===== config.mk =====
export PLATFORM = sky130hd
export DESIGN_NAME = hgpb_sqrt
export DESIGN_NICKNAME = d
export VERILOG_FILES = /design/src/hdl/hash_gaussian_point_blend_unit_macros.svh /design/src/hdl/hgpb_pkg.sv /design/src/hdl/hgpb_sqrt.sv
export SDC_FILE = /design/constraint.sdc
export NUM_CORES = 2
export LEC_CHECK = 0
export ABC_AREA = 1
export BUFFER_PORTS_ARGS = -buffer_cell sky130_fd_sc_hd__buf_2
export CELL_PAD_IN_SITES_DETAIL_PLACEMENT = 0
export CELL_PAD_IN_SITES_GLOBAL_PLACEMENT = 1
export CORE_MARGIN = 8
export CORE_UTILIZATION = 51
export CTS_BUF_LIST = sky130_fd_sc_hd__clkbuf_4 sky130_fd_sc_hd__clkbuf_8
export DETAILED_ROUTE_END_ITERATION = 6
export PLACE_DENSITY_LB_ADDON = 0.1
export SYNTH_ARGS = -nofsm -noshare
export SYNTH_HDL_FRONTEND = slang
export SYNTH_SLANG_ARGS = --single-unit

===== constraint.sdc =====
create_clock -name clock -period 2.8 [get_ports clock]
set_clock_uncertainty 0.05 [all_clocks]
set_input_delay 0.56 -clock clock [delete_from_list [all_inputs] [get_ports clock]]
set_output_delay 0.56 -clock clock [all_outputs]
set_load 0.05 [all_outputs]

===== src/hdl/hash_gaussian_point_blend_unit_macros.svh =====
// Assertion macros for the point blend unit.
`ifndef HASH_GAUSSIAN_POINT_BLEND_UNIT_MACROS_SVH
`define HASH_GAUSSIAN_POINT_BLEND_UNIT_MACROS_SVH
`ifndef SYNTH
`define HGPB_ASSERT_IMP(lbl, pre, post) \
   lbl: assert property (@(posedge clock) disable iff (reset) (pre) |-> (post)) \
      else $error("point blend check failed");
`define HGPB_ASSERT_NEXT(lbl, pre, post) \
   lbl: assert property (@(posedge clock) disable iff (reset) (pre) |=> (post)) \
      else $error("point blend check failed");
`else
`define HGPB_ASSERT_IMP(lbl, pre, post)
`define HGPB_ASSERT_NEXT(lbl, pre, post)
`endif
`endif


===== src/hdl/hgpb_pkg.sv =====
package hgpb_pkg;

   typedef struct packed {
      logic [15:0] grid_x;
      logic [15:0] grid_y;
      logic [16:0] progress;
   } req_type;

   typedef struct packed {
      logic signed [15:0] point_x;
      logic signed [15:0] point_y;
   } rsp_type;

   localparam logic [1:0] CSR_CENTER_X = 2'd0;
   localparam logic [1:0] CSR_CENTER_Y = 2'd1;
   localparam logic [1:0] CSR_SPREAD   = 2'd2;

   localparam logic [63:0] MIX_ADD  = 64'h9e3779b97f4a7c15;
   localparam logic [63:0] MIX_MUL1 = 64'hbf58476d1ce4e5b9;
   localparam logic [63:0] MIX_MUL2 = 64'h94d049bb133111eb;

   localparam logic [30:0] TWO_LN2_Q30 = 31'd1488522236;
   localparam logic [32:0] TWO_PI_Q30  = 33'd6746518852;
   localparam logic signed [31:0] CORDIC_K_Q30 = 32'sd652032874;
   localparam int CORDIC_STEPS = 30;

   localparam logic [16:0] ONE_Q16   = 17'd65536;
   localparam logic [17:0] THREE_Q16 = 18'd196608;

   localparam logic signed [31:0] ATAN_Q30 [0:CORDIC_STEPS-1] = '{
      32'sd843314857, 32'sd497837830, 32'sd263043837, 32'sd133525159, 32'sd67021687,
      32'sd33543516, 32'sd16775851, 32'sd8388437, 32'sd4194283, 32'sd2097149,
      32'sd1048576, 32'sd524288, 32'sd262144, 32'sd131072, 32'sd65536,
      32'sd32768, 32'sd16384, 32'sd8192, 32'sd4096, 32'sd2048,
      32'sd1024, 32'sd512, 32'sd256, 32'sd128, 32'sd64,
      32'sd32, 32'sd16, 32'sd8, 32'sd4, 32'sd2
   };

endpackage


===== src/hdl/hgpb_sqrt.sv =====
module hgpb_sqrt (
   input  logic        clock,
   input  logic        en,
   input  logic [29:0] q,
   output logic [27:0] root
);
   import hgpb_pkg::*;

   logic [63:0] v_ff   [1:31];
   logic [63:0] res_ff [1:32];

   // Restoring square root of q << 24, one result bit per stage.
   for (genvar i = 0; i < 32; i++) begin : g_it
      localparam logic [63:0] BIT = 64'd1 << (62 - 2 * i);
      logic [63:0] v_cur, res_cur, trial, v_in, res_in;
      if (i == 0) begin : g_first
         assign v_cur   = {10'b0, q, 24'b0};
         assign res_cur = '0;
      end else begin : g_next
         assign v_cur   = v_ff[i];
         assign res_cur = res_ff[i];
      end
      always_comb begin
         trial = res_cur + BIT;
         if (v_cur >= trial) begin
            v_in   = v_cur - trial;
            res_in = (res_cur >> 1) + BIT;
         end else begin
            v_in   = v_cur;
            res_in = res_cur >> 1;
         end
      end
      always_ff @(posedge clock) begin
         if (en) res_ff[i+1] <= res_in;
      end
      if (i < 31) begin : g_v
         always_ff @(posedge clock) begin
            if (en) v_ff[i+1] <= v_in;
         end
      end
   end

   assign root = res_ff[32][27:0];

endmodule


-- Word level (Yosys, flattened, before mapping)
Memory sizes are Yosys's and may differ from the RTL's.
Index checks and enable logic that the tools add are counted.
- register bits after elaboration: 0
- RAM bits: 4032
- bits of input ports: 32
- output and inout bits: 28
- logic and storage cells: 192
- memories: 2
- add/sub/neg operators: 93
- magnitude comparators: 32
- mux-type cells: 65
- memory list (memory ; depth ; bits a word ; rd ports ; clocked after Yosys merged registers in ; write ports ; RTL line ; text):
    res_ff ; 32 ; 64 ; 32 ; 0 ; 32 ; hgpb_sqrt.sv:10 ; logic [63:0] res_ff [1:32];
    v_ff ; 31 ; 64 ; 31 ; 0 ; 31 ; hgpb_sqrt.sv:9 ; logic [63:0] v_ff [1:31];
- operator list (operator ; number):
    2-to-1 mux 64 bit ; 62
    greater-or-equal comparator 64 bit ; 31
    subtractor 64 bit ; 30
    adder 63 x 1 -> 64 bit (second input constant) ; 1
    adder 63 x 11 -> 64 bit (second input constant) ; 1
    adder 63 x 13 -> 64 bit (second input constant) ; 1
    adder 63 x 15 -> 64 bit (second input constant) ; 1
    adder 63 x 17 -> 64 bit (second input constant) ; 1
    adder 63 x 19 -> 64 bit (second input constant) ; 1
    adder 63 x 21 -> 64 bit (second input constant) ; 1
    adder 63 x 23 -> 64 bit (second input constant) ; 1
    adder 63 x 25 -> 64 bit (second input constant) ; 1
    adder 63 x 27 -> 64 bit (second input constant) ; 1
    adder 63 x 29 -> 64 bit (second input constant) ; 1
    adder 63 x 3 -> 64 bit (second input constant) ; 1
    adder 63 x 31 -> 64 bit (second input constant) ; 1
    adder 63 x 33 -> 64 bit (second input constant) ; 1
    adder 63 x 35 -> 64 bit (second input constant) ; 1
    adder 63 x 37 -> 64 bit (second input constant) ; 1
    adder 63 x 39 -> 64 bit (second input constant) ; 1
    adder 63 x 41 -> 64 bit (second input constant) ; 1
    adder 63 x 43 -> 64 bit (second input constant) ; 1
    adder 63 x 45 -> 64 bit (second input constant) ; 1
    adder 63 x 47 -> 64 bit (second input constant) ; 1
    other kinds (45) ; 46

-- Logic depth before layout (Yosys ltp)
An unclocked memory read counts as a cell.
- depth in word-level cells: 4
- gate-level depth with buffers: 18
- mapped depth without buffers: 17

-- Worst setup path before layout
No wires, ideal clock.
- path type: reg-to-reg
- start point: register v_ff[1][714] (netlist name)
- end point: register v_ff[1][807] (netlist name)
- setup time: 259 ps
- arrival time: 2152 ps
- data required time: 2491 ps
- slack: 339 ps
- stages on the path, launching flop included: 12
- path buffers: 1
- period minus slack after synthesis: 2461 ps
- cells stage by stage: edfxtp_1 ha_1 fa_1 nand3_1 nand3_2 nand2_1 nand2_1 nand2_1 nand4_4 inv_4 buf_2 a21oi_1

==> results by group <==
Pwr
  – Tot Pwr: 0.0757 W
  – VDD IR max: 0.634 mV
  – PD cells: 648 mW/mm2
  – LEAKAGE: 51.7 nW

Worst setup path
  – Startpoint types: flip-flop
  – Worst EP arrival: 3.43 ns
  – Crit Path Max Fanout: 5
  – Critical Path RT: 3.47 ns
  – Critical path type: reg2reg
  – Worst setup EP type: flip-flop

Detailed routing
  – Met3 wire len: 25.4 mm
  – Routed Antenna Nets: 0
  – Vias after detailed routing: 90100
  – Via-to-Cell Ratio: 5.44
  – Met1 wire length: 145 mm
  – Avg WL per Cell: 20.6 um
  – DR DRC count: 0
  – Total wire length: 341 mm
  – Initial DRC count: 9162
  – Top layer in use: met5
  – Routed wl met2: 158 mm
  – DR pass1 iterations: 7

STA
  – Final Setup Violations: 0
  – Final Critical Period: 2.75 ns
  – Tcrit/Tclk final: 98.3%
  – F_max: 0.363 GHz
  – Final Max Slew Viols: 0
  – Final hold vios: 0
  – Relative slew slack: 53.3%
  – RSZ-0062 raised after global routing: yes
  – Final hold slack: 0.143 ns
  – Worst slew pin tran: 0.694 ns

Yosys
  – Yosys cell types: 61
  – Share of the synthesized area in the top cell type: 48.5%
  – Prevailing post-synth register cell: edfxtp_1
  – Number of synthesized flops with an enable pin: 1678
  – Cell Area, Synth: 0.104 mm2
  – Seq cells post-synth: 1678
  – Post-synth top area cell: edfxtp_1
  – Post-Syn Instances: 13000
  – Sequential element share of the synthesized area: 48.5%
  – Synth warn: 0
  – Top cells by area, synth: edfxtp_1 48%, nand2_1 14%, inv_1 8.0%
  – Async SR Flop Fraction: 0%
  – Average size of a mapped cell: 8.00 um2

Placement
  – Port Buffers: 58
  – Post-Place Cell Area: 0.110 mm2
  – Final GP Congestion: 1.00
  – Post-DP HPWL: 276 mm

Worst hold path
  – Worst min path class: in2reg

Clock tree
  – Sink Count: 1678
  – CTS tree: yes
  – Inserted Clock Buffers: 306
  – CTS max path bufs: 4
  – Clock-pin slew on the worst setup and hold paths: 0.06 ns
  – Clock Latency Late Sink: 1.10 ns
  – Clock root buffer: clkbuf_8
  – Number of H-tree levels: 5

Floorplanning
  – Initial Util: 51.3%
  – Die Wd: 468 um
  – Num rows: 165
  – Boundary pin count: 60
  – Die ar.: 0.219 mm2
  – Area of the core: 0.203 mm2
  – Die Height: 468 um

Status
  – Status: finished clean

Global route
  – Initial antenna violation count: 9
  – Total track usage: 30.2%
  – Largest net degree at the start of global routing: 96
  – Vias in the first global route: 84800
  – Grt ovf: 0
  – First-pass GRT wire length: 506 mm

Layout
  – FF+latch area: 0.0504 mm2
  – Share of cells above drive strength 1: 8.71%
  – Final nets: 14100
  – Area grow syn2layout: 12.4%
  – Fin area: 0.117 mm2
  – Area of the multi-input gates: 0.0446 mm2
  – Filler cell count: 18400

Run
  – # Max-Cap Violations: 0
==> power breakdown <==
group | internal (W) | total, W | switching, W
sequential | 0.0311 | 0.0338 | 0.00270
clock | 0.0125 | 0.0228 | 0.0103
combinational | 0.00625 | 0.0190 | 0.0128
total | 0.0499 | 0.0757 | 0.0258
==> cell families after synthesis <==
logic type / after synthesis / share of synthesized area (%)
AO/OA/AOI/OAI: 1212 / 6.45
flip-flops: 1678 / 48.5
adder cells (fa/ha/maj): 392 / 4.80
other: 1 / 0.00361
AND/OR/NAND/NOR: 6998 / 28.2
buffers and inverters: 2343 / 8.91
XOR/XNOR: 380 / 3.20
==> through the flow <==
step	util (%)	setup TNS, ns	instances	worst slack (ns)
floorplan	-	0	13000	0.339
global placement	54.5	-0.374	16000	-0.164
detailed placement	54.5	-0.355	16000	-0.198
CTS	57.5	0	16500	0.00350
global route	57.7	-0.0693	16600	-0.0160
finish	57.7	0	16600	0.0472
==> state kept, by name, indices dropped and copies added, names as in the netlist <==
name	count
res_ff	378
v_ff	1300
==> routing by layer <==
metal | global-route usage [%] | vias to the layer above
met1 | 40.8 | 42100
met3 | 4.05 | 671
met4 | 10.3 | 4
met2 | 50.2 | 3601
met5 | 0 | -
li1 | - | 43600
==> cells in the mapped netlist, types with 5 or more instances <==
| cell | n |
|---|---|
| nand3_2 | 15 |
| a21oi_2 | 72 |
| and2_1 | 30 |
| fa_1 | 11 |
| o211ai_1 | 12 |
| nor2_1 | 1479 |
| nand4_1 | 271 |
| nor2_2 | 23 |
| xor2_1 | 123 |
| edfxtp_1 | 1678 |
| a31oi_1 | 5 |
| inv_2 | 18 |
| o21ai_0 | 404 |
| o21ai_2 | 27 |
| xnor2_1 | 257 |
| nand2_1 | 3967 |
| a21boi_0 | 17 |
| or2_2 | 41 |
| buf_2 | 43 |
| a21oi_1 | 518 |
| inv_1 | 2209 |
| nand2_2 | 15 |
| nor2_4 | 8 |
| o21a_1 | 9 |
| nand3b_1 | 104 |
| nor3_1 | 200 |
| o21ai_1 | 100 |
| buf_6 | 36 |
| nor3b_1 | 12 |
| buf_4 | 30 |
| nand3_1 | 744 |
| nor4_1 | 59 |
| ha_1 | 381 |
| o2111ai_1 | 7 |
| a21o_1 | 11 |
| o21bai_1 | 18 |
==> cells in the final DEF (no fill, tap or decap), types with 271 or more instances in the layout <==
master    netlist  final
o21ai_0       404    388
buf_4          30    331
a21oi_1       518    504
nor2_1       1479   1455
ha_1          381    377
nand4_1       271    271
clkbuf_8        0    312
inv_1        2209   2209
nand3_1       744    735
edfxtp_1     1678   1678
nand2_1      3967   3958
==> path summary, 6_finish.rpt <==
kind	startpoint	endpoint	slack [ns]	cells after the start
setup / recovery	res_ff[14][26]$_DFFE_PP_	v_ff[1][860]$_DFFE_PP_	0.05	11
hold / removal	q[2]	v_ff[0][90]$_DFFE_PP_	0.14	2
setup reg to reg	res_ff[14][26]$_DFFE_PP_	v_ff[1][860]$_DFFE_PP_	0.05	11
hold reg to reg	v_ff[0][104]$_DFFE_PP_	v_ff[0][168]$_DFFE_PP_	0.35	0
==> area by class of cell <==
type	instances	area share (%)
multi-input combinational	8984	38.2
clock buffer	389	4.17
clock inverter	113	0.743
inverter	2230	7.19
tap	2672	2.86
antenna	6	0.0128
timing repair buffer	484	3.72
sequential	1678	43.1
==> critical path: stages, from the launching register on <==
cell      delay (ns)
edfxtp_1        0.46
inv_1           0.08
ha_1            0.34
nand2_1         0.16
inv_1           0.06
nand2_1         0.06
nand2_1         0.06
a21oi_1         0.37
nand3_2         0.30
or2_2           0.34
nand3_1         0.07
nand2_1         0.08
==> repair_timing <==
item                       4_1_cts  5_1_grt
gates resized for setup          5       97
pin swaps                        0        4
hold buffers                    31        0
setup endpoints to repair        8      307
hold endpoints to repair        69        0
buffers inserted                 0       13
Note: power is estimated with default switching activity, not from simulation.
